`src/hdl/awsh_sat.sv`:
```
module awsh_sat #(
   parameter int SAMPLE_BITS = 24
) (
   input  logic                             clock,
   input  logic                             reset,
   input  logic                             in_valid,
   output logic                             in_ready,
   input  logic signed [SAMPLE_BITS+11:0]   in_data,
   output logic                             out_valid,
   input  logic                             out_ready,
   output logic signed [SAMPLE_BITS-1:0]    out_data,
   output logic                             out_clipped
);
   localparam int IN_BITS = SAMPLE_BITS + 12;
   localparam logic signed [IN_BITS-1:0] MAX_S =
      IN_BITS'((64'(1) << (SAMPLE_BITS - 1)) - 64'(1));
   localparam logic signed [IN_BITS-1:0] MIN_S = ~MAX_S;

   logic                           vld_ff;
   logic                           en;
   logic signed [SAMPLE_BITS-1:0]  data_ff;
   logic signed [SAMPLE_BITS-1:0]  data_in;
   logic                           clip_ff;
   logic                           clip_in;

   assign en = !vld_ff || out_ready;

   always_comb begin
      if (in_data > MAX_S) begin
         data_in = SAMPLE_BITS'(MAX_S);
         clip_in = 1'b1;
      end else if (in_data < MIN_S) begin
         data_in = SAMPLE_BITS'(MIN_S);
         clip_in = 1'b1;
      end else begin
         data_in = SAMPLE_BITS'(in_data);
         clip_in = 1'b0;
      end
   end

   always_ff @(posedge clock) begin
      if (reset) begin
         vld_ff <= 1'b0;
      end else if (en) begin
         vld_ff <= in_valid;
      end
   end

   always_ff @(posedge clock) begin
      if (en) begin
         data_ff <= data_in;
         clip_ff <= clip_in;
      end
   end

   assign in_ready    = en;
   assign out_valid   = vld_ff;
   assign out_data    = data_ff;
   assign out_clipped = clip_ff;

endmodule

```
`config.mk`:
```
export PLATFORM = sky130hd
export DESIGN_NAME = awsh_sat
export DESIGN_NICKNAME = d
export VERILOG_FILES = /design/src/hdl/awsh_sat.sv
export SDC_FILE = /design/constraint.sdc
export NUM_CORES = 1
export LEC_CHECK = 0
export BUFFER_PORTS_ARGS = -buffer_cell sky130_fd_sc_hd__buf_4
export CORE_AREA = 2 2 58 60
export DETAILED_ROUTE_END_ITERATION = 7
export DIE_AREA = 0 0 60 62
export PLACE_DENSITY = 0.7
export SETUP_SLACK_MARGIN = 0.5
export SLEW_MARGIN = 20
export SYNTH_ARGS = -nofsm -noshare
export SYNTH_HDL_FRONTEND = slang
export SYNTH_SLANG_ARGS = --single-unit
```
`constraint.sdc`:
```
create_clock -name clock -period 1.3 [get_ports clock]
set_input_delay 0.065 -clock clock [delete_from_list [all_inputs] [get_ports clock]]
set_output_delay 0.065 -clock clock [all_outputs]
set_load 0.01 [all_outputs]
```
=== Word level (Yosys, flattened, before mapping) ===
Index checks and enable logic that the tools add are counted.

* $lt $le $gt $ge: 2
* Muxes and demuxes: 2
* Reduce and logical (&&, ||, !) cells: 2

{| class="wikitable"
|+ Operator list
! kind !! number
|-
| $gt 36x24->1 const B || 1
|-
| $lt 36x24->1 const B || 1
|-
| $mux 24 || 1
|-
| $logic_not 1->1 || 1
|-
| $logic_or 1x1->1 || 1
|-
| $mux 1 || 1
|}

* Flip-flop bits (word level): 26
* Input bits: 40
* Output and inout bits: 27

=== Depth between registers and ports, before layout ===
* Word-level depth: 2
* Depth in mapped cells: 4
* Gate-level depth less buffers: 3

=== Worst setup path after synthesis ===
OpenSTA, ideal clock, no wires.

* Kind: register to register
* Start point: reg vld_ff (netlist: out_valid)
* End point: reg clip_ff (netlist: out_clipped), enable pin
* Library setup time: 390 ps
* Arrival time: 1015 ps
* Required time: 910 ps
* Path slack: -104 ps
* Stages on the path, launching flop included: 2
* Buffers on the path: 0
* Clock period less this slack: 1404 ps
* Cell sequence: dfxtp_1 -> nand2b_1

* Longest elaborated chain between the ends: 2

{| class="wikitable"
|+ RTL lines
! item !! RTL line !! text
|-
| from (decl) || 19 || <nowiki>logic vld_ff;</nowiki>
|-
| from (signal assigned) || 45 || <nowiki>vld_ff <= in_valid;</nowiki>
|-
| $logic_not 1->1 || 26 || <nowiki>assign en = !vld_ff || out_ready;</nowiki>
|-
| $logic_or 1x1->1 || 26 ||
|-
| via in_ready || 7 || <nowiki>output logic in_ready,</nowiki>
|-
| to (signal assigned) || 52 || <nowiki>clip_ff <= clip_in;</nowiki>
|-
| to (decl) || 23 || <nowiki>logic clip_ff;</nowiki>
|}

The timed path passes the listed nets, and every way through them passes these cells.
A chain may end at the register's enable or synchronous reset.

=== Worst setup path in the final report ===
* Start point: reg vld_ff (netlist: out_valid)
* End point: out in_ready

* Longest elaborated chain between the ends: 2

{| class="wikitable"
|+ RTL lines
! item !! RTL line
|-
| $logic_not 1->1 || 26
|-
| $logic_or 1x1->1 || 26
|-
| to (decl) || 7
|}

Every way passes these cells.

==> out/qor.txt <==
cell area after synthesis = 0.00108 mm2
synthesized net count = 107
area of placed instances = 0.00169 mm2
row count = 21
height of the die = 62 um
DRC = 0
CP startpoint kind = flip-flop
final hold violation count = 0
hpwl dp = 1700 um
antenna-violating nets left = 0
Ports = 67
RSZ-0062 raised after global routing = yes
critical path class = reg -> out
vias in the first global route = 817
kind of end point of the critical path = primary output
Initial Util = 34.1%
global-route wire length before repair = 3660 um
final setup vio count = 0
Via density = 4.61
Final min period = 0.952 ns
max-cap violation count = 0
Routed WL = 2670 um
core area = 0.00318 mm2
CTS tree = done
DR iter-0 viols = 41
P_leak = 0.798 nW
Max Root-Sink Buffers = 2
clock-pin slew on the worst setup and hold paths = 0.14 ns
first-pass iteration count of the detailed router = 4
Avg Cell Area, Syn = 16.2 um2
Worst Skew = 0.0105 ns
Multi-input gate area = 352 um2
total congestion overflow = 0
Global Route Usage Sum = 13.5%
Netlist cell types = 16
initial antenna violation count = 0
Final Cycle Share = 73.3%
fmax = 1050 MHz
Worst Hold Class = in -> reg
register bit total from synthesis = 26
Final Max Slew Viols = 0
CTS H-tree lvls = 1
Worst Path Max Fanout = 3
CP arrival = 0.89 ns
die area = 0.00372 mm2
Slew @ Worst Pin = 0.232 ns
TNS Setup = 0 ns
Post-Syn Instances = 67
routability cong. = 0.721
worst relative slew slack = 84.4%
outcome = completed
CP Data Required Time = 1.24 ns
Vias = 867
fin nets = 183
register area = 774 um2
ANT cells = 0
wire per inst = 14.2 um
finished layout cell area = 0.00192 mm2
Layout area overhead = 77.0%
Worst VDD drop = 0.437 mV
yosys warns = 0
CTS Sinks = 26
clk root buf = clkbuf_4
total CTS buffers = 3
fillers = 244
chip width = 60 um
layout cells sized above 1 = 60.6%
input/output buffers = 66
worst skew pair latency = 0.31 ns
largest net degree at the start of global routing = 24
power per cell area = 1030 mW/mm2
post-synthesis sequential area ratio = 71.1%
## cell type report
| type | count | area share [%] |
|---|---|---|
| repair buffers | 74 | 35.4 |
| clock inverters | 1 | 1.57 |
| multi-input cells | 37 | 18.3 |
| inverters | 1 | 0.196 |
| well taps | 46 | 3.00 |
| flip-flops and latches | 26 | 40.4 |
| clock buffers | 3 | 1.17 |
## final timing paths
path         startpoint           end  slack (ns)  cells after the start
max           out_valid      in_ready        0.35                      2
min          in_data[8]   out_data[8]        0.02                      2
max reg2reg   out_valid  out_data[16]        0.38                      2
min reg2reg   out_valid     out_valid        0.73                      3
## logic make-up (layout without fill, tap and decap cells)
family | Yosys count | count (layout) | share of synthesized area [%]
AO/OA/AOI/OAI | 27 | 27 | 19.4
flip-flops | 26 | 26 | 71.1
AND/OR/NAND/NOR | 8 | 10 | 5.31
buffers and inverters | 6 | 79 | 4.16
## cell usage after synthesis
master | instances | area share, %
nand4_1 | 3 | 1.7
inv_1 | 1 | 0.35
nor4_1 | 2 | 1.2
a31oi_1 | 1 | 0.58
o21ai_0 | 1 | 0.46
clkbuf_1 | 1 | 0.35
buf_4 | 2 | 1.4
o31ai_4 | 1 | 2.0
buf_6 | 2 | 2.1
a21oi_1 | 1 | 0.46
and3_2 | 1 | 0.69
o21a_1 | 23 | 16
dfxtp_1 | 1 | 1.8
nand2b_1 | 1 | 0.58
edfxtp_1 | 25 | 69
nor4_2 | 1 | 1.2
## layout by cell type, fill, tap and decap left out
master	count
inv_1	1
edfxtp_1	25
bufinv_16	1
nand2b_4	3
buf_12	2
nor4_4	3
a21oi_2	1
and3_2	1
clkbuf_4	3
buf_6	24
a31oi_2	1
o21a_1	23
o31ai_4	1
buf_4	45
dlygate4sd3_1	3
dfxtp_4	1
nand4_1	3
o21ai_1	1
## critical path: stages (launching register included)
cell,delay [ns]
dfxtp_4,0.39
nand2b_4,0.07
buf_6,0.12
## through the flow
stage	hold WS (ns)	total power (W)	setup WS, ns	utilization, %	cells
4_1_cts	0.0139	0.00197	0.309	58.3	186
3_3_place_gp	0.213	0.00138	0.0667	53.2	176
3_5_place_dp	0.221	0.00139	0.0208	53.2	176
2_1_floorplan	0.120	0.00116	0.217	-	67
5_1_grt	0.00936	0.00206	0.308	60.3	188
6_report	0.0213	0.00198	0.348	60.3	188
## power breakdown
group          internal (W)  switching [W]  leakage [nW]
Clock              0.000311       0.000229        0.0279
Sequential         0.000995      0.0000328         0.277
Combinational      0.000256       0.000157         0.493
Total               0.00156       0.000419         0.798
## repair_timing
action	4_1_cts	5_1_grt
cloned	1	1
buffers inserted	2	1
setup endpoints to repair	76	76
pin swaps	1	1
hold endpoints to repair	2	0
resized for setup	15	12
hold buffers	3	0
## sequential cells by signal (all words and copies together), names as in the netlist
signal       cells
out_valid        1
out_clipped      1
out_data        24
## metal layers
layer  share of wire (%)  vias to the layer above  track usage, %
met5                   0                        -               0
met4                 1.0                        0            5.71
met3                 6.3                        2            2.07
met2                  58                       38            26.7
met1                  35                      406            14.2
li1                    -                      421               -
Note: power is estimated with default switching activity, not from simulation.
