## config.mk

```make
export PLATFORM = sky130hd
export DESIGN_NAME = awsh_csr
export DESIGN_NICKNAME = d
export VERILOG_FILES = /design/src/hdl/awsh_pkg.sv /design/src/hdl/awsh_csr.sv
export SDC_FILE = /design/constraint.sdc
export NUM_CORES = 1
export LEC_CHECK = 0
export ABC_AREA = 1
export BUFFER_PORTS_ARGS = -buffer_cell sky130_fd_sc_hd__buf_2
export CAP_MARGIN = 30
export CORE_MARGIN = 4
export CORE_UTILIZATION = 44
export CTS_BUF_LIST = sky130_fd_sc_hd__clkbuf_4 sky130_fd_sc_hd__clkbuf_8
export DETAILED_ROUTE_END_ITERATION = 16
export PLACE_DENSITY = 0.82
export SLEW_MARGIN = 10
export SYNTH_ARGS = -nofsm -noshare
export SYNTH_HDL_FRONTEND = slang
export SYNTH_SLANG_ARGS = --single-unit
```

## constraint.sdc

```tcl
create_clock -name clock -period 0.9 [get_ports clock]
set_input_delay 0.135 -clock clock [delete_from_list [all_inputs] [get_ports clock]]
set_output_delay 0.135 -clock clock [all_outputs]
set_load 0.005 [all_outputs]
```

## src/hdl/awsh_pkg.sv

```systemverilog
package awsh_pkg;

   localparam int GAIN_BITS      = 16;
   localparam int GAIN_FRAC      = 11;
   localparam int CSR_ADDR_BITS  = 4;
   localparam int CSR_DATA_BITS  = 32;
   localparam int REG_IDX_BITS   = 2;

   localparam logic [REG_IDX_BITS-1:0] REG_SHAPE_MODE  = 2'd0;
   localparam logic [REG_IDX_BITS-1:0] REG_INPUT_GAIN  = 2'd1;
   localparam logic [REG_IDX_BITS-1:0] REG_OUTPUT_GAIN = 2'd2;

   typedef enum logic [2:0] {
      SHAPE_HARD = 3'd0,
      SHAPE_SOFT = 3'd1,
      SHAPE_EXP  = 3'd2,
      SHAPE_FULL = 3'd3,
      SHAPE_HALF = 3'd4
   } shape_mode_type;

   typedef struct packed {
      shape_mode_type         shape_mode;
      logic [GAIN_BITS-1:0]   input_gain;
      logic [GAIN_BITS-1:0]   output_gain;
   } cfg_type;

   localparam cfg_type CFG_RESET = '{
      shape_mode:  SHAPE_FULL,
      input_gain:  16'd8153,
      output_gain: 16'd129
   };

   // e^-(k*16/2^tbits) in Q1.32, built as r^k by square and multiply
   function automatic logic [32:0] exp_rom_entry(input int k, input int tbits);
      logic [63:0] term;
      logic [63:0] r;
      logic [63:0] res;
      logic [63:0] base;
      int          e;
      term = 64'd1 << 32;
      r    = term;
      for (int n = 1; n <= 24; n++) begin
         term = (term >> (tbits - 4)) / 64'(n);
         if (n[0]) begin
            r = r - term;
         end else begin
            r = r + term;
         end
      end
      res  = 64'd1 << 32;
      base = r;
      e    = k;
      while (e != 0) begin
         if (e[0]) begin
            res = (res * base + (64'd1 << 31)) >> 32;
         end
         base = (base * base + (64'd1 << 31)) >> 32;
         e    = e >> 1;
      end
      return res[32:0];
   endfunction

endpackage

```

## src/hdl/awsh_csr.sv

```systemverilog
module awsh_csr (
   input  logic                                clock,
   input  logic                                reset,
   input  logic                                csr_psel,
   input  logic                                csr_penable,
   input  logic                                csr_pwrite,
   input  logic [awsh_pkg::CSR_ADDR_BITS-1:0]  csr_paddr,
   input  logic [awsh_pkg::CSR_DATA_BITS-1:0]  csr_pwdata,
   output logic [awsh_pkg::CSR_DATA_BITS-1:0]  csr_prdata,
   output logic                                csr_pready,
   output awsh_pkg::cfg_type                   cfg
);
   import awsh_pkg::*;

   cfg_type                  cfg_ff;
   logic [REG_IDX_BITS-1:0]  reg_idx;
   logic                     wr_en;

   assign reg_idx    = csr_paddr[CSR_ADDR_BITS-1:2];
   assign csr_pready = 1'b1;
   assign wr_en      = csr_psel && csr_penable && csr_pwrite && csr_pready;
   assign cfg        = cfg_ff;

   always_ff @(posedge clock) begin
      if (reset) begin
         cfg_ff <= CFG_RESET;
      end else if (wr_en) begin
         unique case (reg_idx)
            REG_SHAPE_MODE:  cfg_ff.shape_mode  <= shape_mode_type'(csr_pwdata[2:0]);
            REG_INPUT_GAIN:  cfg_ff.input_gain  <= csr_pwdata[GAIN_BITS-1:0];
            REG_OUTPUT_GAIN: cfg_ff.output_gain <= csr_pwdata[GAIN_BITS-1:0];
            default: ;
         endcase
      end
   end

   always_comb begin
      unique case (reg_idx)
         REG_SHAPE_MODE:  csr_prdata = CSR_DATA_BITS'(cfg_ff.shape_mode);
         REG_INPUT_GAIN:  csr_prdata = CSR_DATA_BITS'(cfg_ff.input_gain);
         REG_OUTPUT_GAIN: csr_prdata = CSR_DATA_BITS'(cfg_ff.output_gain);
         default:         csr_prdata = '0;
      endcase
   end

endmodule

```

# ---- After elaboration in Yosys (flattened, before gate mapping)
# Cells that the tools add are included.
dict set report totals {
  regBits 35
  latch_bits 0
  ram_bits 0
  rom_bits 0
  inputBits 41
  output_inout_bits 68
  elab_cells 12
  n_memories 0
}
dict set report op_classes {
  addsub 0
  mul 0
  div 0
  n_lt_le_gt_ge 0
  eq_ne 2
  shift 0
  n_mux 1
  n_bitwise 0
  n_reduce_logical 6
}
# cell n
set op_table {}
lappend op_table {{16-bit case mux with 3 select lines} 1}
lappend op_table {{2-bit AND reduction} 3}
lappend op_table {{2-bit by 1-bit == test with 1-bit output (second input constant)} 1}
lappend op_table {{2-bit == test (second input constant)} 1}
lappend op_table {{1-bit logical AND} 2}
lappend op_table {{2-bit zero test} 1}

# ---- Longest topological paths before layout
# Gate-level depths: netlist of run 1.
dict set report logic_depth {
  word_depth 3
  mapped_depth 6
  depth_no_buf 5
}

# ---- Worst setup path after synthesis of run 1
# No wires, ideal clock.
dict set report synth_timing {
  path_type {input to register}
  start {input port csr_psel}
  end {register cfg_ff, in the netlist cfg[34]}
  setup_time_ns 0.113
  arrival_time_ns 0.685
  required_ns 0.787
  setup_slack_ns 0.103
  path_stages 6
  n_path_buf 1
  path_cell_list {nand2_1 nor2_4 buf_2 nand3_1 nand2_1 nor2_1}
}
dict set report synth_via {
  elab_chain_len 3
}
# element line
set synth_rtl {}
lappend synth_rtl {{from (decl)} awsh_csr.sv:4} ;# input logic csr_psel,
lappend synth_rtl {{1-bit logical AND (2 in series)} awsh_csr.sv:21} ;# assign wr_en = csr_psel && csr_penable && csr_pwrite && csr_pready;
lappend synth_rtl {{2-bit AND reduction (no source line)} --}
lappend synth_rtl {{to (decl)} awsh_csr.sv:15} ;# cfg_type cfg_ff;
# No other way between the ends.
# A chain may end at the register's enable or synchronous reset.

# ---- Final worst setup path of run 1
dict set report layout_timing {
  start {register cfg_ff, in the netlist cfg[0]}
  end {output port csr_prdata[0] (netlist bit)}
}
dict set report layout_via {
  elab_chain_len 1
}
# element line
set layout_rtl {}
lappend layout_rtl {{16-bit case mux with 3 select lines} awsh_csr.sv:38} ;# unique case (reg_idx)
lappend layout_rtl {{to (decl)} awsh_csr.sv:9} ;# output logic [awsh_pkg::CSR_DATA_BITS-1:0] csr_prdata,
# No other way between the ends.

==> impl_metrics.yaml, run 1 <==
cells_and_area:
  largest_register_ffs: 35
  diodes: 0
  instances_no_fill: 421
  stdcell_area_um2: 2560
  drive_gt1_frac: 0.434
  final_cell_mix: "96 x nand2_1, 66 x buf_2, 44 x nor2_1"
  areaGrowthSynthToFinish_pct: 43.2
  final_common_cell: "nand2_1"
  fillers: 345
  nets: 413
power:
  power_density_nw_per_um2: 1280
  p_comb_frac: 0.165
  power_switching_uw: 872
  p_sw_frac: 0.266
  irDropWorstVdd_uv: 1010
  p_int_uw: 2410
  seq_power_share: 0.492
  clock_power_share: 0.343
  p_leak_uw: 0.00139
route:
  routed_wl_um: 5080
  drtIter0Drc: 144
  wire_per_inst_um: 12.1
  detail_route.vias_per_cell: 4.70
  vias: 1977
  drt_first_pass_iters: 4
  remaining_drc_errors: 0
  drtAntennaViolNets: 0
clock_network:
  cts_hold_buf: 0
  cts_root_buf: "clkbuf_8"
  cts_made_buffers: 5
  cts_sinks: 35
  cts_tree: "built"
  htree_levels: 2
  insertion_delay_ps: 280
  clk_pin_slew_worst_paths_ps: 70
  cts_buffer_depth: 2
worst_setup_path:
  crit_family: "flip-flops"
  arrival_ps: 860
  cp-end-kind: "output port"
  crit_required_ps: 760
  critPathKind: "register to output port"
  crit_buf_inv: 1
  cp_slowest_stage_delay_ps: 330
  crit_chain: "nand2_1 -> nand3_1 -> buf_2"
  slowest_stage: "dfxtp_2"
  cp_max_fo: 3
  start_kind: "register"
synth:
  yosys_warnings: 0
  synth_area_um2: 1790
  syn_area_per_cell_um2: 6.48
  netlist_instances: 276
  ys_ff_latch: 35
  synthDistinctLibCells: 17
  ys_seq_area_frac: 0.392
floorplan:
  die_area_um2: 5150
  ioPinCount: 109
  core_region_area_um2: 3800
  die_h_um: 71.7
  die_w_um: 71.7
  initial_core_util: 0.471
  rows: 22
timing:
  max_freq_mhz: 1000
  finalSetupTns_ps: -1230
  period_needed_ps: 1000
  skew_ps: 0
  timing.final.ws_setup_ps: -99.9
  hold_viol: 0
  drv_slew: 0
  post-route-period-util: 1.11
  rsz0062_at_grt: "yes"
  setup_viol_count_final: 17
  timing.hold.ws_ps: 73.7
placement:
  dp_hpwl_um: 3420
  portBuffers: 73
  place_ws_ps: -135
  dp.cells: 399
  place_congestion: 0.741
  place_area_um2: 2220
grt:
  grt_pass1_wl_um: 7650
  grt_max_degree: 20
  grt_pass1_vias: 1718
  grt_use_total: 0.187
  gr-total-overflow: 0
  grt_antenna_before_repair: 0
run:
  cap_violations: 0
hold_path:
  worstHoldPathType: "input port to register"
run_status:
  violations: "setup timing"
  status: "complete, but fails checks"
## worst min-delay path: cells and delay by family
kind / cells / cell delay, ps
buffers and inverters: 1 / 90
and+or+nand+nor: 2 / 110
## synth_stat cells, drive strengths merged
library cell    n  area (um2)
nor2           49         211
inv            17        63.8
clkinv          1        3.75
buf            27         200
dfxtp          35         701
conb            2        7.51
nand2         104         393
nand3          39         200
clkbuf          2        7.51
## final cells by class
cell class              count  area (um2)  share of cell area
clock buffers               6        76.3              0.0298
multi-input cells         209         896               0.350
flip-flops and latches     35         744               0.291
well taps                  48        60.1              0.0235
inverters                  18        72.6              0.0283
clock inverters             2        12.5             0.00489
repair buffers            103         698               0.273
## kinds of logic after synthesis
group	Yosys count	synth area share
buffers and inverters	47	0.154
DFF	35	0.392
other	2	0.00420
and+or+nand+nor	192	0.450
## what timing repair did
action / in CTS / in global routing
resized for setup: 38 / 30
setup buffers: 7 / 5
setup endpoints to repair: 36 / 41
cloned: 0 / 3
pin swaps: 14 / 22
## worst paths after layout
path / from / to / slack, ps / cells after the start
max: cfg[0] / csr_prdata[0] / -100 / 3
min: csr_pwdata[12] / cfg[28] / 70 / 3
max reg2reg: cfg[7] / cfg[7] / 120 / 4
min reg2reg: cfg[23] / cfg[23] / 460 / 2
## stage by stage
| step | power [uW] | util |
|---|---|---|
| final | 3280 | 0.674 |
| after global routing | 3460 | 0.674 |
| after CTS | 3240 | 0.636 |
| after detailed placement | 2100 | 0.584 |
| after global placement | 2090 | 0.584 |
| after floorplan | 1940 | - |
## layer usage
metal / GRT usage / wire, um / vias to the layer above
met5: 0 / 0 / -
met1: 0.222 / 2030 / 900
met2: 0.335 / 2620 / 77
met3: 0.0491 / 420 / 2
li1: - / - / 998
met4: 0.0459 / 17 / 0
## power by group through the flow
stage	Sequential (uW)	Clock (uW)	Combinational, uW
after global placement	1640	0	447
after global routing	1620	1240	600
after CTS	1610	1150	483
after floorplan	1640	0	291
final	1620	1130	540
after detailed placement	1640	0	456
(Power assumes the default switching activity.)
==> run 2: changes to the inputs <==
- clock period: 0.9 -> 1 ns (I/O delays scaled with it)
==> run 2 against run 1 <==
  * The run still ends with setup timing left
  * Combinational power down 8.9%
  * Worst setup slack improved by 79 ps
  * Clock skew is the same
  * Largest power group unchanged
  * Via count shrank 1.6%
  * Power shrank 5.5%
  * Hold slack gained 11 ps
  * Core utilization increased by 0.53 points
  * Clock power about the same
==> impl_metrics.yaml, run 2 (synthesis gave the netlist of run 1 again) <==
run_status:
  status: "complete, but fails checks"
  violations: "setup timing"
floorplan:
  ioPinCount: 109
  rows: 22
  die_area_um2: 5150
  die_h_um: 71.7
  die_w_um: 71.7
  initial_core_util: 0.471
  core_region_area_um2: 3800
route:
  detail_route.vias_per_cell: 4.61
  routed_wl_um: 5010
  drtIter0Drc: 115
  vias: 1945
  wire_per_inst_um: 11.9
  drtAntennaViolNets: 0
  remaining_drc_errors: 0
  drt_first_pass_iters: 4
power:
  p_comb_frac: 0.158
  p_leak_uw: 0.00141
  seq_power_share: 0.469
  p_sw_frac: 0.253
  power_switching_uw: 784
  p_int_uw: 2320
  clock_power_share: 0.373
  power_density_nw_per_um2: 1200
  irDropWorstVdd_uv: 929
run:
  cap_violations: 0
cells_and_area:
  final_cell_mix: "91 x nand2_1, 71 x buf_2, 44 x nor2_1"
  areaGrowthSynthToFinish_pct: 44.3
  final_common_cell: "nand2_1"
  diodes: 0
  drive_gt1_frac: 0.449
  largest_register_ffs: 35
  nets: 414
  final_core_util: 0.679
worst_setup_path:
  cp-end-kind: "output port"
  cp-startpoint: "cfg[1]"
  start_kind: "register"
  r2r_start: "cfg[1]"
  crit_required_ps: 850
  arrival_ps: 870
  cp_max_fo: 3
  critPathKind: "register to output port"
clock_network:
  cts_buffer_depth: 2
  clk_pin_slew_worst_paths_ps: 70
  cts_sinks: 35
  htree_levels: 2
  cts_tree: "built"
  insertion_delay_ps: 280
  cts_hold_buf: 0
  cts_root_buf: "clkbuf_8"
  cts_made_buffers: 5
placement:
  dp_hpwl_um: 3400
  portBuffers: 73
  place_congestion: 0.835
timing:
  post-route-period-util: 1.02
  timing.final.ws_setup_ps: -21.3
  rsz0062_at_grt: "yes"
  setup_viol_count_final: 3
  max_freq_mhz: 979
  drv_slew: 0
  finalSetupTns_ps: -41.3
  period_needed_ps: 1020
  skew_ps: 0
  hold_viol: 0
grt:
  grt_max_degree: 36
  grt_pass1_wl_um: 7940
  gr-total-overflow: 0
  grt_pass1_vias: 1783
  grt_antenna_before_repair: 0
  grt_use_total: 0.193
hold_path:
  worstHoldPathType: "input port to register"
  min_from: "csr_pwdata[9]"
run 2: critical path, cell delays in order, from the launching register on:
cell and delay [ps]:
dfxtp_2 350, nand2_1 50, nand3_1 70, buf_2 110
run 2: path summary, 6_finish.rpt:
kind	to	slack (ps)	cells after the start
max reg2reg	cfg[1]	290	3
min reg2reg	cfg[26]	460	2
max	csr_prdata[1]	-20	3
min	cfg[25]	80	3
run 2: repair_timing:
action                     4_1_cts  5_1_grt
resized for setup               54       15
pin swaps                       14       33
cloned                           2        0
setup endpoints to repair       16       16
setup buffers                    9        4
run 2: routing by layer:
layer	wire, um	track usage
met1	2040	0.228
met2	2530	0.341
met4	33	0.0564
met3	403	0.0505
met5	0	0
run 2: power groups by stage:
stage	combinational (uW)	sequential, uW	clock (uW)
after floorplan	262	1480	0
after CTS	471	1450	1180
after global routing	548	1460	1270
final	492	1450	1160
after global placement	394	1480	0
after detailed placement	401	1480	0
run 2: cell type report:
type | instances | area (um2)
inverter | 18 | 72.6
fill | 340 | 1220
sequential | 35 | 744
tap | 48 | 60.1
timing repair buffer | 104 | 691
multi-input combinational | 209 | 908
clock buffer | 8 | 104
run 2: stage by stage:
step | instances | hold WS (ps) | cell area (um2) | power, uW | setup slack [ps]
2_1_floorplan | 291 | 276 | 1840 | 1740 | 188
3_3_place_gp | 399 | 376 | 2210 | 1870 | -71.6
3_5_place_dp | 399 | 387 | 2210 | 1880 | -94.7
4_1_cts | 418 | 82.0 | 2510 | 3100 | -18.8
5_1_grt | 422 | 85.3 | 2580 | 3280 | -89.5
6_report | 422 | 84.7 | 2580 | 3100 | -21.3
==> run 3: changes to the inputs <==
- MAX_ROUTING_LAYER: default -> met4
==> run 3 against run 2 <==
  * The flow still finishes with violations (setup timing)
  * Core utilization unchanged
  * Clock power about the same
  * Sequential power about the same
  * Critical endpoint unchanged
==> impl_metrics.yaml, run 3 (synthesis gave the netlist of run 1 again) <==
clock_network:
  cts_made_buffers: 5
  cts_buffer_depth: 2
  clk_pin_slew_worst_paths_ps: 70
  cts_root_buf: "clkbuf_8"
  htree_levels: 2
  cts_sinks: 35
  insertion_delay_ps: 280
  cts_tree: "built"
  cts_hold_buf: 0
floorplan:
  rows: 22
  die_area_um2: 5150
  ioPinCount: 109
  die_w_um: 71.7
  initial_core_util: 0.471
  die_h_um: 71.7
  core_region_area_um2: 3800
cells_and_area:
  areaGrowthSynthToFinish_pct: 44.3
  drive_gt1_frac: 0.449
  fillers: 340
  nets: 414
  multi_input_area_um2: 908
  final_cell_mix: "91 x nand2_1, 71 x buf_2, 44 x nor2_1"
  final_common_cell: "nand2_1"
  diodes: 0
  instances_no_fill: 422
  regArea_um2: 744
  largest_register_ffs: 35
route:
  detail_route.vias_per_cell: 4.61
  drt_first_pass_iters: 4
  wire_per_inst_um: 11.9
  routed_wl_um: 5010
  vias: 1946
  drtAntennaViolNets: 0
  drtIter0Drc: 114
  remaining_drc_errors: 0
placement:
  dp_hpwl_um: 3400
  place_congestion: 0.848
  dp.cells: 399
  portBuffers: 73
worst_setup_path:
  start_kind: "register"
  slowest_stage: "dfxtp_2"
  cp-end-kind: "output port"
  crit_required_ps: 850
  crit_family: "flip-flops"
  crit_buf_inv: 1
  cp_slowest_stage_delay_ps: 350
  rrSetupSlack_ps: 290
  critPathKind: "register to output port"
  cp_max_fo: 3
  crit_chain: "nand2_1 -> nand3_1 -> buf_2"
  arrival_ps: 870
run_status:
  status: "complete, but fails checks"
  violations: "setup timing"
grt:
  grt_antenna_before_repair: 0
  grt_pass1_wl_um: 7940
  grt_max_degree: 36
  grt_use_total: 0.199
  gr-total-overflow: 0
  grt_pass1_vias: 1783
power:
  irDropWorstVdd_uv: 929
  p_leak_uw: 0.00141
  power_density_nw_per_um2: 1200
timing:
  drv_slew: 0
  setup_viol_count_final: 3
  timing.final.ws_setup_ps: -21.3
  skew_ps: 0
  post-route-period-util: 1.02
  rsz0062_at_grt: "yes"
  max_freq_mhz: 979
  finalSetupTns_ps: -41.4
  period_needed_ps: 1020
  hold_viol: 0
run:
  cap_violations: 0
hold_path:
  worstHoldPathType: "input port to register"
==> run 3: worst register-to-register path, stage by stage, from the launching register on <==
cell	delay [ps]
dfxtp_2	340
buf_4	130
nor2_1	90
nor2_1	50
==> run 3: repair_timing <==
item                       4_1_cts  5_1_grt
setup buffers                    9        4
hold endpoints to repair         0        0
setup endpoints to repair       16       16
resized for setup               54       15
pin swaps                       14       33
cloned                           2        0
==> run 3: worst paths after layout <==
check                      from       endpoint  cells after the start
setup / recovery         cfg[1]  csr_prdata[1]                      3
hold / removal    csr_pwdata[9]        cfg[25]                      3
setup reg to reg         cfg[1]         cfg[1]                      3
hold reg to reg         cfg[26]        cfg[26]                      2
==> run 3: final cells by class <==
type                       instances  share of cell area
multi-input combinational        209               0.352
sequential                        35               0.289
timing repair buffer             104               0.268
clock buffer                       8              0.0403
tap                               48              0.0233
inverter                          18              0.0281
==> run 3: layer usage <==
metal / GRT usage / vias up / part of all wire
met5: - / - / 0
met4: 0.0564 / 0 / 0.0066
met3: 0.0491 / 4 / 0.079
met2: 0.341 / 77 / 0.51
met1: 0.228 / 864 / 0.41
li1: - / 1001 / -
==> run 3: where the power goes <==
group	internal, uW	switching [uW]
registers	1430	24.4
logic	233	258
clock network	656	501
==> run 3: per-stage QoR <==
step                      worst slack, ps  power (uW)  area [um2]  utilization  hold WS, ps
after floorplan                       188        1740        1840            -          276
after global placement              -71.6        1870        2210        0.581          376
after detailed placement            -94.7        1880        2210        0.581          387
after CTS                           -18.8        3100        2510        0.660         82.0
after global routing                -89.5        3280        2580        0.679         85.3
final                               -21.3        3100        2580        0.679         84.7
