## src/hdl/awsh_pkg.sv

```systemverilog
package awsh_pkg;

   localparam int GAIN_BITS      = 16;
   localparam int GAIN_FRAC      = 11;
   localparam int CSR_ADDR_BITS  = 4;
   localparam int CSR_DATA_BITS  = 32;
   localparam int REG_IDX_BITS   = 2;

   localparam logic [REG_IDX_BITS-1:0] REG_SHAPE_MODE  = 2'd0;
   localparam logic [REG_IDX_BITS-1:0] REG_INPUT_GAIN  = 2'd1;
   localparam logic [REG_IDX_BITS-1:0] REG_OUTPUT_GAIN = 2'd2;

   typedef enum logic [2:0] {
      SHAPE_HARD = 3'd0,
      SHAPE_SOFT = 3'd1,
      SHAPE_EXP  = 3'd2,
      SHAPE_FULL = 3'd3,
      SHAPE_HALF = 3'd4
   } shape_mode_type;

   typedef struct packed {
      shape_mode_type         shape_mode;
      logic [GAIN_BITS-1:0]   input_gain;
      logic [GAIN_BITS-1:0]   output_gain;
   } cfg_type;

   localparam cfg_type CFG_RESET = '{
      shape_mode:  SHAPE_FULL,
      input_gain:  16'd8153,
      output_gain: 16'd129
   };

   // e^-(k*16/2^tbits) in Q1.32, built as r^k by square and multiply
   function automatic logic [32:0] exp_rom_entry(input int k, input int tbits);
      logic [63:0] term;
      logic [63:0] r;
      logic [63:0] res;
      logic [63:0] base;
      int          e;
      term = 64'd1 << 32;
      r    = term;
      for (int n = 1; n <= 24; n++) begin
         term = (term >> (tbits - 4)) / 64'(n);
         if (n[0]) begin
            r = r - term;
         end else begin
            r = r + term;
         end
      end
      res  = 64'd1 << 32;
      base = r;
      e    = k;
      while (e != 0) begin
         if (e[0]) begin
            res = (res * base + (64'd1 << 31)) >> 32;
         end
         base = (base * base + (64'd1 << 31)) >> 32;
         e    = e >> 1;
      end
      return res[32:0];
   endfunction

endpackage

```

## src/hdl/awsh_gain.sv

```systemverilog
module awsh_gain #(
   parameter int IN_BITS = 24
) (
   input  logic                              clock,
   input  logic                              reset,
   input  logic                              in_valid,
   output logic                              in_ready,
   input  logic signed [IN_BITS-1:0]         in_data,
   input  logic [awsh_pkg::GAIN_BITS-1:0]    gain,
   output logic                              out_valid,
   input  logic                              out_ready,
   output logic signed [IN_BITS+5:0]         out_data
);
   import awsh_pkg::*;

   localparam int PROD_BITS = IN_BITS + GAIN_BITS + 1;
   localparam int OUT_BITS  = IN_BITS + 6;
   localparam logic signed [PROD_BITS-1:0] HALF_LSB = PROD_BITS'(1) << (GAIN_FRAC - 1);

   logic [1:0]                   vld_ff;
   logic [1:0]                   en;
   logic signed [PROD_BITS-1:0]  prod_ff;
   logic signed [PROD_BITS-1:0]  prod_in;
   logic signed [PROD_BITS-1:0]  biased;
   logic signed [OUT_BITS-1:0]   res_ff;
   logic signed [OUT_BITS-1:0]   res_in;

   assign en[1] = !vld_ff[1] || out_ready;
   assign en[0] = !vld_ff[0] || en[1];

   // multiply, then round half up on the Q5.11 gain
   assign prod_in = PROD_BITS'(in_data) * PROD_BITS'($signed({1'b0, gain}));
   assign biased  = prod_ff + HALF_LSB;
   assign res_in  = OUT_BITS'(biased >>> GAIN_FRAC);

   always_ff @(posedge clock) begin
      if (reset) begin
         vld_ff <= '0;
      end else begin
         if (en[0]) vld_ff[0] <= in_valid;
         if (en[1]) vld_ff[1] <= vld_ff[0];
      end
   end

   always_ff @(posedge clock) begin
      if (en[0]) prod_ff <= prod_in;
      if (en[1]) res_ff  <= res_in;
   end

   assign in_ready  = en[0];
   assign out_valid = vld_ff[1];
   assign out_data  = res_ff;

endmodule

```

## config.mk

```make
export PLATFORM = sky130hd
export DESIGN_NAME = awsh_gain
export DESIGN_NICKNAME = d
export VERILOG_FILES = /design/src/hdl/awsh_pkg.sv /design/src/hdl/awsh_gain.sv
export SDC_FILE = /design/constraint.sdc
export NUM_CORES = 1
export LEC_CHECK = 0
export BUFFER_PORTS_ARGS = -buffer_cell sky130_fd_sc_hd__buf_2
export CAP_MARGIN = 20
export CORE_ASPECT_RATIO = 0.75
export CORE_MARGIN = 3
export CORE_UTILIZATION = 50
export CTS_BUF_LIST = sky130_fd_sc_hd__clkbuf_16
export CTS_CLUSTER_DIAMETER = 100
export DETAILED_ROUTE_END_ITERATION = 12
export PLACE_DENSITY = 0.67
export SYNTH_ARGS = -nofsm -noshare
export SYNTH_HDL_FRONTEND = slang
export SYNTH_SLANG_ARGS = --single-unit
```

## constraint.sdc

```tcl
create_clock -name clock -period 16.73 [get_ports clock]
set_clock_uncertainty 0.05 [all_clocks]
set_input_delay 1.673 -clock clock [delete_from_list [all_inputs] [get_ports clock]]
set_output_delay 1.673 -clock clock [all_outputs]
set_load 0.01 [all_outputs]
```

; ---- Word level (Yosys, flattened, before mapping)
; Cells that the tools add are included.
[totals]
register_bits = 73
inputBits = 44
output_inout_bits = 32
word_cells = 10
[classes]
add_sub_neg = 1
n_mul = 1
reduce_logical = 4
[op_table]
columns = cell, n
row1 = $add 41x12->41 const B, 1
row2 = $mul 24x17->41, 1
row3 = $logic_not 1->1, 2
row4 = $logic_or 1x1->1, 2

; ---- Depth between registers and ports, before layout
; Gate-level depths: netlist (run 1).
[depth]
ltp_word = 3
mapped_depth = 23
mapped_depth_nobuf = 22

; ---- Least setup slack after synthesis (run 1)
; Ideal clock, no wire load.
[synth_timing]
path_type = in2reg
start = in gain[8] in the netlist's numbering
end = reg prod_ff[30], data pin
setup_ps = 258
arrival_ps = 7090
required_time_ps = 16422
setup_slack_ps = 9333
cell_stages = 22
path_buffers = 1
cell_sequence = clkbuf_1 -> nand2_1 -> fa_1 -> inv_1 -> fa_1 -> inv_1 -> fa_1 -> inv_1 -> fa_1 -> fa_1 -> inv_1 -> fa_1 -> inv_1 -> ha_1 -> a21o_1 -> a21o_1 -> a21oi_4 -> o221ai_2 -> o211a_4 -> a2111o_1 -> a31oi_2 -> xnor2_1
[synth_between]
elab_chain_len = 1
[synth_lines]
columns = item, line_no
row1 = start: declaration, awsh_gain.sv:9  ; input logic [awsh_pkg::GAIN_BITS-1:0] gain,
row2 = $mul 24x17->41, awsh_gain.sv:32  ; assign prod_in = PROD_BITS'(in_data) * PROD_BITS'($signed({1'b0, gain}));
row3 = named net prod_in[30], awsh_gain.sv:23  ; logic signed [PROD_BITS-1:0] prod_in;
row4 = end signal: assignment, awsh_gain.sv:46  ; if (en[0]) prod_ff <= prod_in;
row5 = end: declaration, awsh_gain.sv:22  ; logic signed [PROD_BITS-1:0] prod_ff;
; The timed path passes the listed nets, and every way through them passes these cells.
; A chain may end at the register's enable or synchronous reset.

; ---- Worst setup path in the final report (run 1)
[layout_timing]
start = in gain[2] in the netlist's numbering
end = reg prod_ff[36], data pin
; The elaborated chain is that of the path after synthesis.

==> results of run 1 <==
==> tightest hold or removal path: stages, from the launching register on <==
cell	delay (ns)
dfxtp_1	0.34
nor2_1	0.06
nor2_1	0.07
==> final cells by class <==
| type | instances | area [sq um] | area share |
|---|---|---|---|
| timing repair buffer | 77 | 410 | 0.0240 |
| clock buffer | 9 | 225 | 0.0132 |
| multi-input combinational | 1123 | 12300 | 0.722 |
| tap | 406 | 508 | 0.0297 |
| inverter | 444 | 1670 | 0.0976 |
| sequential | 63 | 1870 | 0.110 |
| clock inverter | 7 | 65.1 | 0.00381 |
==> stage by stage <==
| step | hold WS (ns) | area [sq um] | setup WS [ns] |
|---|---|---|---|
| after global placement | 0.430 | 16800 | 8.83 |
| final | 0.451 | 17100 | 9.01 |
| after detailed placement | 0.445 | 16800 | 8.68 |
| after global routing | 0.499 | 17100 | 8.68 |
| after CTS | 0.455 | 17100 | 8.99 |
| after floorplan | 0.413 | 16100 | 9.33 |
==> cell usage after synthesis, drive strengths merged (2+ instances only) <==
cell type  count  area (sq um)
nand3         16          80.1
a31oi          3          25.0
inv          444          1670
edfxtp        61          1830
a21oi         32           175
and2         153           957
fa           375          7510
and3          12          81.3
xnor2         47           412
or2            2          12.5
a311oi         2          17.5
o211a          2          27.5
nor3           6          30.0
o21ba          2          20.0
dfxtp          2          40.0
a211oi         3          32.5
a221oi         2          17.5
o22ai          3          18.8
xor2          15           131
a21o          11          83.8
o211ai         3          36.3
o21bai         4          30.0
nor2b          3          18.8
clkbuf        56           210
nand4          8          50.1
o21a           5          37.5
and4           4          35.0
o221ai         2          23.8
o21ai         12          60.1
nor2          26          97.6
nand2        260           976
ha           100          1250
==> worst paths after layout <==
path	slack (ns)	endpoint	cells after the start	from
max reg2reg	14.28	out_data[26]$_DFFE_PP_	7	prod_ff[12]$_DFFE_PP_
min reg2reg	0.45	vld_ff[1]$_SDFFE_PP0P_	2	vld_ff[0]$_SDFFE_PP0P_
max	9.01	prod_ff[36]$_DFFE_PP_	20	gain[2]
min	0.45	vld_ff[1]$_SDFFE_PP0P_	2	vld_ff[0]$_SDFFE_PP0P_
==> metal layers <==
metal | share of wire | vias up
li1 | - | 4990
met1 | 0.45 | 5413
met2 | 0.41 | 463
met3 | 0.13 | 18
met4 | 0.0080 | 0
met5 | 0 | -
==> placed cells by master, fill, tap and decap left out, drive strengths merged, types with 5 or more instances in the layout <==
cell type	n
xor2	15
nand2	260
clkbuf	9
nand4	8
nand3	16
nor3	6
xnor2	47
a21o	11
o21a	5
a21oi	32
inv	445
buf	77
o21ai	12
and2	153
edfxtp	61
fa	375
nor2	26
ha	100
and3	12
==> flip-flops by register name (all words and copies together), names as in the netlist <==
| name | flops |
|---|---|
| prod_ff | 31 |
| out_data | 30 |
| vld_ff | 2 |
==> kinds of logic (layout without fill, tap and decap cells) <==
| family | after synthesis | after routing |
|---|---|---|
| xor+xnor | 62 | 62 |
| simple gates | 494 | 494 |
| fa+ha+maj | 475 | 475 |
| flops | 63 | 63 |
| buf+inv | 500 | 537 |
| compound gates | 92 | 92 |
==> flow_metrics.py, run 1 <==
metrics = {
    "synthesis": {
        "synth_mux_area_frac": 0,
        "synth.distinct_cells": 52,
        "synthFlopType": "edfxtp_1",
        "synth_cells": 1686,
        "synth_xor_xnor_area_share": 0.0338,
        "synth_top_family_by_area": "adder cells",
        "synthSimpleGateAreaFrac": 0.147,
        "ys_async_sr_fraction": 0,
        "synthesis.area_sq_mm": 0.0161,
        "synth-compound-area-share": 0.0412,
        "ys_ff_latch": 63,
        "syn_nets": 2205,
        "synth-adder-area-share": 0.545,
        "synth_edf_count": 61,
        "yosysWarnings": 0,
        "yosysSeqAreaShare": 0.116,
        "avgSynthCellArea_sq_um": 9.54,
    },
    "layout": {
        "drive_gt1_frac": 0.0633,
        "fillers": 2787,
        "nNetsFinal": 2237,
        "final_cells": 2129,
        "post-route-util": 0.543,
        "area_growth_syn_to_layout_pct": 6.21,
        "antenna_cells": 0,
    },
    "route": {
        "routed_wl_mm": 38.8,
        "drt-vias-per-instance": 5.11,
        "routedWlPerCell_um": 18.2,
        "ant_nets": 0,
        "drt-initial-drc-count": 803,
        "first_pass_iters": 7,
        "vias": 10900,
        "drc_errors": 0,
    },
    "setup_path": {
        "start_kind": "input port",
        "worst_setup_path_end_kind": "flop",
        "critPathBufInv": 4,
        "cpMaxStageDelayCell": "fa_1",
        "cp_cell_sequence": "buf_2 > nand2_1 > fa_1 > fa_1 > fa_1 > inv_1 > fa_1 > fa_1 > inv_1 > fa_1 > inv_1 > ha_1 > a21oi_1 > o211ai_1 > a221oi_1 > o22a_1 > o311a_2 > a21oi_2 > or4_1 > o311ai_1",
        "arrival_ns": 7.80,
        "crit_path_max_fanout": 24,
        "critPathMaxStageDelay_ns": 0.57,
        "crit_type": "input port to flop",
        "crit_top_cell": "fa_1",
        "critPathTopFamily": "adder cells",
        "worst_ep_required_time_ns": 16.82,
    },
    "place": {
        "dp.cells": 2113,
        "port_buffers": 75,
        "hpwl_mm": 32.4,
        "gp_congestion": 0.896,
    },
    "floorplan": {
        "start_util": 0.511,
        "core_region_area_sq_mm": 0.0315,
        "die_x_um": 213,
        "die_area_sq_mm": 0.0344,
        "row_count": 56,
        "die_y_um": 161,
        "ios": 76,
    },
    "grt": {
        "antenna_found_initial": 1,
        "grtUsageMet1": 0.374,
        "grt_max_degree": 32,
        "gr-max-usage-layer": "met1",
        "grt_pass1_wl_mm": 65.5,
        "grt_util_met3": 0.0932,
        "grt_usage": 0.246,
        "met2_usage": 0.349,
        "grt_pass1_vias": 12200,
        "grt-ovfl-total": 0,
    },
    "clock_tree": {
        "clkTransAtPathRegs_ns": 0.06,
        "h-tree-depth": 3,
        "cts_root_buf": "clkbuf_16",
        "cts_setup_buffers": 0,
        "cts_resized": 0,
        "cts_made_buffers": 9,
        "cts_max_path_buffers": 2,
        "clkSinkCount": 63,
        "hold_buffers": 0,
        "insertion_delay_ns": 0.32,
        "tritoncts": "done",
    },
    "sta": {
        "tightestPinTransition_ns": 0.686,
        "finalSetupViolCount": 0,
        "fmax_mhz": 130,
        "finalHoldViolations": 0,
        "min_period_ns": 7.72,
        "relSlewSlack": 0.543,
        "fin_crit_sh": 0.461,
        "rsz0062_at_grt": "false",
        "slew_viol_final": 0,
        "setup-tns-final_ns": 0,
    },
    "job": {
        "drv_cap": 0,
    },
    "min_path": {
        "hold_class": "flop to flop",
    },
    "run_status": {
        "status": "completed",
    },
}
Power of run 1 is left out: the tool's default activity adds up to more than one toggle a clock period on the data nets, which glitch-free logic cannot reach.
==> run 2, diff against run 1 <==
--- a/config.mk
+++ b/config.mk
@@ -5,6 +5,7 @@
 export SDC_FILE = /design/constraint.sdc
 export NUM_CORES = 1
 export LEC_CHECK = 0
+export ABC_AREA = 1
 export BUFFER_PORTS_ARGS = -buffer_cell sky130_fd_sc_hd__buf_2
 export CAP_MARGIN = 20
 export CORE_ASPECT_RATIO = 0.75
==> constraint.sdc (replaced) <==
create_clock -name clock -period 7.3 [get_ports clock]
set_clock_uncertainty 0.05 [all_clocks]
set_input_delay 0.73 -clock clock [delete_from_list [all_inputs] [get_ports clock]]
set_output_delay 0.73 -clock clock [all_outputs]
set_load 0.01 [all_outputs]
==> run 2 against run 1 <==
  * Via count increased by 21%
  * Critical endpoint unchanged
  * Flip-flop and latch count is the same
  * Worst setup slack got worse by 8.2 ns
  * Die area is 7.7% higher
  * Non-clock buffer count increased by 5
  * Routed wire length is 6.8% higher
  * Synthesized cell count rose by 27%
  * Sequential share of layout area is 0.77 points lower
  * First-iteration DRC count up 21%
==> flow_metrics.py, run 2 <==
metrics = {
    "synthesis": {
        "yosysWarnings": 0,
        "synth_most_common_cell": "inv_1",
        "synth_cells": 2145,
        "ys_async_sr_fraction": 0,
        "synth_top_family_by_area": "adder cells",
        "yosys.area.top_type_share": 0.433,
        "synth_area_leaders": "fa_1 (43%), inv_1 (14%), nand2_1 (12%)",
        "yosysSeqAreaShare": 0.108,
        "avgSynthCellArea_sq_um": 8.09,
        "synthFlopType": "edfxtp_1",
        "synthTopCellsByCount": "inv_1 (660), nand2_1 (548), fa_1 (375), ha_1 (100), nor2_1 (84)",
        "ys_ff_latch": 63,
        "synth_mux_area_frac": 0,
        "synthSimpleGateAreaFrac": 0.169,
        "synth-compound-area-share": 0.0284,
        "synth.distinct_cells": 39,
        "synth_xor_xnor_area_share": 0.0277,
        "syn_nets": 2664,
        "synth.largest_area_cell": "fa_1",
        "synthesis.area_sq_mm": 0.0174,
        "synth-adder-area-share": 0.505,
        "synth_edf_count": 61,
    },
    "place": {
        "hpwl_mm": 35.7,
        "dp.cells": 2599,
        "gp_congestion": 0.942,
        "port_buffers": 75,
    },
    "min_path": {
        "holdCritStartpoint": "vld_ff[0]$_SDFFE_PP0P_",
        "hold_class": "flop to flop",
    },
    "route": {
        "drt-vias-per-instance": 5.06,
        "ant_nets": 0,
        "vias": 13200,
        "routedWlPerCell_um": 15.9,
        "drc_errors": 0,
        "routed_wl_mm": 41.5,
        "drt-initial-drc-count": 970,
        "first_pass_iters": 6,
    },
    "setup_path": {
        "worst_ep_required_time_ns": 7.33,
        "worst_setup_path_end_kind": "flop",
        "startpoint": "gain[2]",
        "crit_path_max_fanout": 17,
        "crit_type": "input port to flop",
        "arrival_ns": 6.54,
        "r2r-start": "prod_ff[12]$_DFFE_PP_",
        "start_kind": "input port",
    },
    "layout": {
        "final_cell_mix": "inv_1 (661), nand2_1 (548), fa_1 (375), ha_1 (100), nor2_1 (84)",
        "largest_register_ffs": 31,
        "final_cells": 2615,
        "antenna_cells": 0,
        "fillers": 3116,
        "drive_gt1_frac": 0.0554,
        "nNetsFinal": 2679,
        "area_growth_syn_to_layout_pct": 5.83,
        "regMostFlops": "prod_ff",
        "final_common_cell": "inv_1",
    },
    "grt": {
        "grt_pass1_wl_mm": 71.0,
        "grt-ovfl-total": 0,
        "grt_pass1_vias": 14300,
        "grt_max_degree": 34,
        "antenna_found_initial": 0,
        "grt_usage": 0.237,
    },
    "floorplan": {
        "die_y_um": 167,
        "start_util": 0.512,
        "die_x_um": 221,
        "die_area_sq_mm": 0.0370,
        "core_region_area_sq_mm": 0.0339,
        "ios": 76,
        "row_count": 58,
    },
    "clock_tree": {
        "insertion_delay_ns": 0.32,
        "cts_max_path_buffers": 2,
        "h-tree-depth": 3,
        "hold_buffers": 0,
        "tritoncts": "done",
        "cts_root_buf": "clkbuf_16",
        "cts_made_buffers": 9,
        "clkSinkCount": 63,
        "cts_setup_buffers": 0,
        "cts_resized": 0,
        "clkTransAtPathRegs_ns": 0.05,
    },
    "sta": {
        "finalHoldViolations": 0,
        "setup-tns-final_ns": 0,
        "min_period_ns": 6.51,
        "tightestPinTransition_ns": 0.615,
        "rsz0062_at_grt": "false",
        "fin_crit_sh": 0.892,
        "holdWs_ns": 0.397,
        "fmax_mhz": 154,
        "slew_viol_final": 0,
        "finalSetupViolCount": 0,
        "relSlewSlack": 0.588,
    },
    "job": {
        "drv_cap": 0,
    },
    "run_status": {
        "status": "completed",
    },
}
-- run 2: final timing paths --
kind / slack [ns] / to / cells past startpoint
hold / removal: 0.40 / vld_ff[1]$_SDFFE_PP0P_ / 2
setup reg to reg: 5.37 / out_data[28]$_DFFE_PP_ / 7
setup / recovery: 0.79 / prod_ff[36]$_DFFE_PP_ / 21
hold reg to reg: 0.40 / vld_ff[1]$_SDFFE_PP0P_ / 2
-- run 2: metal layers --
layer,vias up,GRT usage,share of wire
li1,6100,-,-
met1,6621,0.332,0.44
met2,433,0.399,0.48
met3,65,0.0347,0.070
met4,0,0.0436,0.018
met5,-,0,0
-- run 2: cell families after synthesis --
kind of cell             Yosys count
buffers and inverters            744
AO/OA/AOI/OAI                     90
adder cells (fa/ha/maj)          475
AND/OR/NAND/NOR                  719
XOR/XNOR                          54
flip-flops                        63
-- run 2: cell type report --
| cell class | count | area (sq um) | share of cell area |
|---|---|---|---|
| clock buffers | 9 | 225 | 0.0123 |
| clock inverters | 7 | 88.8 | 0.00484 |
| inverters | 666 | 2510 | 0.137 |
| multi-input cells | 1338 | 12700 | 0.690 |
| flip-flops and latches | 63 | 1870 | 0.102 |
| well taps | 450 | 563 | 0.0307 |
| repair buffers | 82 | 428 | 0.0233 |
-- run 2: stage by stage --
stage	cell area [sq um]	setup slack [ns]	utilization
after CTS	18400	0.903	0.542
final	18400	0.791	0.542
after global placement	18000	0.675	0.533
after floorplan	17400	1.09	-
after global routing	18400	0.498	0.542
after detailed placement	18000	0.571	0.533
-- run 2: critical path, cell delays in order --
cell,delay (ns)
buf_2,0.35
nand2_1,0.22
fa_1,0.75
fa_1,0.54
inv_1,0.28
fa_1,0.50
fa_1,0.51
fa_1,0.49
inv_1,0.05
fa_1,0.47
inv_1,0.04
ha_1,0.33
a21oi_1,0.26
a21boi_0,0.33
nand2_1,0.10
a21oi_1,0.14
nand2_1,0.15
nand2_1,0.11
nand2_1,0.05
nand2_1,0.07
nand2_1,0.04
Power of run 2 is left out for the same reason.
==> run 3, diff against run 2 <==
--- a/config.mk
+++ b/config.mk
@@ -12,7 +12,7 @@
 export CORE_MARGIN = 3
 export CORE_UTILIZATION = 50
 export CTS_BUF_LIST = sky130_fd_sc_hd__clkbuf_16
-export CTS_CLUSTER_DIAMETER = 100
+export CTS_CLUSTER_DIAMETER = 30
 export DETAILED_ROUTE_END_ITERATION = 12
 export PLACE_DENSITY = 0.67
 export SYNTH_ARGS = -nofsm -noshare
==> constraint.sdc (replaced) <==
create_clock -name clock -period 7.5 [get_ports clock]
set_clock_uncertainty 0.05 [all_clocks]
set_input_delay 0.75 -clock clock [delete_from_list [all_inputs] [get_ports clock]]
set_output_delay 0.75 -clock clock [all_outputs]
set_load 0.01 [all_outputs]
==> run 3 against run 2 <==
  * First-iteration DRC count is 12% lower
  * Largest cell class unchanged
  * Routed wire length is 1.3% lower
  * Final cell count hardly changed
==> flow_metrics.py, run 3 (synthesis gave the netlist of run 2 again) <==
metrics = {
    "run_status": {
        "status": "completed",
    },
    "clock_tree": {
        "cts_setup_buffers": 0,
        "h-tree-depth": 3,
        "hold_buffers": 0,
        "clkSinkCount": 63,
        "cts_made_buffers": 9,
        "cts_resized": 0,
        "cts_max_path_buffers": 2,
        "insertion_delay_ns": 0.32,
        "tritoncts": "done",
        "clkTransAtPathRegs_ns": 0.05,
        "cts_root_buf": "clkbuf_16",
    },
    "floorplan": {
        "start_util": 0.512,
        "core_region_area_sq_mm": 0.0339,
        "row_count": 58,
        "ios": 76,
        "die_y_um": 167,
        "die_area_sq_mm": 0.0370,
        "die_x_um": 221,
    },
    "layout": {
        "final_cell_mix": "inv_1 (660), nand2_1 (548), fa_1 (375), ha_1 (100), nor2_1 (84)",
        "antenna_cells": 0,
        "final_common_cell": "inv_1",
        "largest_register_ffs": 31,
        "area_growth_syn_to_layout_pct": 5.41,
        "nNetsFinal": 2677,
        "drive_gt1_frac": 0.0532,
        "regMostFlops": "prod_ff",
    },
    "route": {
        "vias": 13100,
        "first_pass_iters": 5,
        "drt-initial-drc-count": 855,
        "drc_errors": 0,
        "routedWlPerCell_um": 15.7,
        "routed_wl_mm": 40.9,
        "ant_nets": 0,
        "drt-vias-per-instance": 5.02,
    },
    "grt": {
        "grt-ovfl-total": 0,
        "grt_usage": 0.238,
        "grt_max_degree": 34,
        "grt_pass1_vias": 14400,
        "antenna_found_initial": 0,
        "grt_pass1_wl_mm": 71.9,
    },
    "setup_path": {
        "worst_setup_path_end_kind": "flop",
        "cpMaxStageDelayCell": "fa_1",
        "critPathTopFamily": "adder cells",
        "crit_top_cell": "fa_1",
        "start_kind": "input port",
        "crit_path_max_fanout": 24,
        "arrival_ns": 6.57,
        "critPathBufInv": 5,
        "crit_type": "input port to flop",
        "worst_ep_required_time_ns": 7.52,
        "cp_cell_sequence": "buf_2 > nand2_1 > fa_1 > fa_1 > inv_1 > fa_1 > fa_1 > fa_1 > inv_1 > fa_1 > inv_1 > ha_1 > nand2_1 > nor2_1 > inv_1 > nor3_1 > nand4_1 > nand4_1 > nand2_1",
        "critPathMaxStageDelay_ns": 0.72,
    },
    "place": {
        "place_ws_ns": 0.722,
        "gp_congestion": 0.948,
        "hpwl_mm": 35.2,
        "port_buffers": 75,
    },
    "min_path": {
        "hold_class": "flop to flop",
    },
    "sta": {
        "slew_viol_final": 0,
        "setup-tns-final_ns": 0,
        "fin_crit_sh": 0.873,
        "relSlewSlack": 0.536,
        "min_period_ns": 6.55,
        "rsz0062_at_grt": "false",
        "tightestPinTransition_ns": 0.690,
        "finalSetupViolCount": 0,
        "fmax_mhz": 153,
        "layout_setup_ws_ns": 0.951,
        "finalHoldViolations": 0,
    },
    "job": {
        "drv_cap": 0,
    },
}
## run 3: changes by cell type in the layout (fill, tap and decap cells not counted), sizes merged
cell / delta
clkinv: +5
buf: -2
bufinv: -2
clkinvlp: -2
inv: -1
## run 3: area by class of cell
| cell class | instances | area, sq um |
|---|---|---|
| Sequential cell | 63 | 1870 |
| Inverter | 666 | 2510 |
| Clock inverter | 7 | 30.0 |
| Multi-Input combinational cell | 1338 | 12700 |
| Fill cell | 3155 | 15600 |
| Clock buffer | 9 | 225 |
| Tap cell | 450 | 563 |
| Timing Repair Buffer | 80 | 413 |
## run 3: metrics by stage
step / hold slack [ns] / instances / cell area [sq um] / utilization
after floorplan: 0.374 / 2145 / 17400 / -
after global placement: 0.380 / 2597 / 18000 / 0.532
after detailed placement: 0.400 / 2597 / 18000 / 0.532
after CTS: 0.408 / 2613 / 18300 / 0.540
after global routing: 0.426 / 2613 / 18300 / 0.540
final: 0.403 / 2613 / 18300 / 0.540
## run 3: worst paths after layout
path | from | to | slack, ns | depth (start not counted)
setup / recovery | gain[3] | prod_ff[38]$_DFFE_PP_ | 0.95 | 19
hold / removal | vld_ff[0]$_SDFFE_PP0P_ | vld_ff[1]$_SDFFE_PP0P_ | 0.40 | 2
setup reg to reg | prod_ff[12]$_DFFE_PP_ | out_data[28]$_DFFE_PP_ | 5.55 | 7
hold reg to reg | vld_ff[0]$_SDFFE_PP0P_ | vld_ff[1]$_SDFFE_PP0P_ | 0.40 | 2
## run 3: per-layer routing
layer	wire length, um	part of all wire	track usage
met4	635	0.016	0.0456
met5	0	0	0
met1	18500	0.45	0.341
met3	2470	0.060	0.0270
met2	19300	0.47	0.397
## run 3: tightest hold or removal path, cell delays in order (launching register included)
cell,delay (ns)
dfxtp_1,0.30
inv_1,0.05
a21oi_1,0.06
Power of run 3 is left out for the same reason.
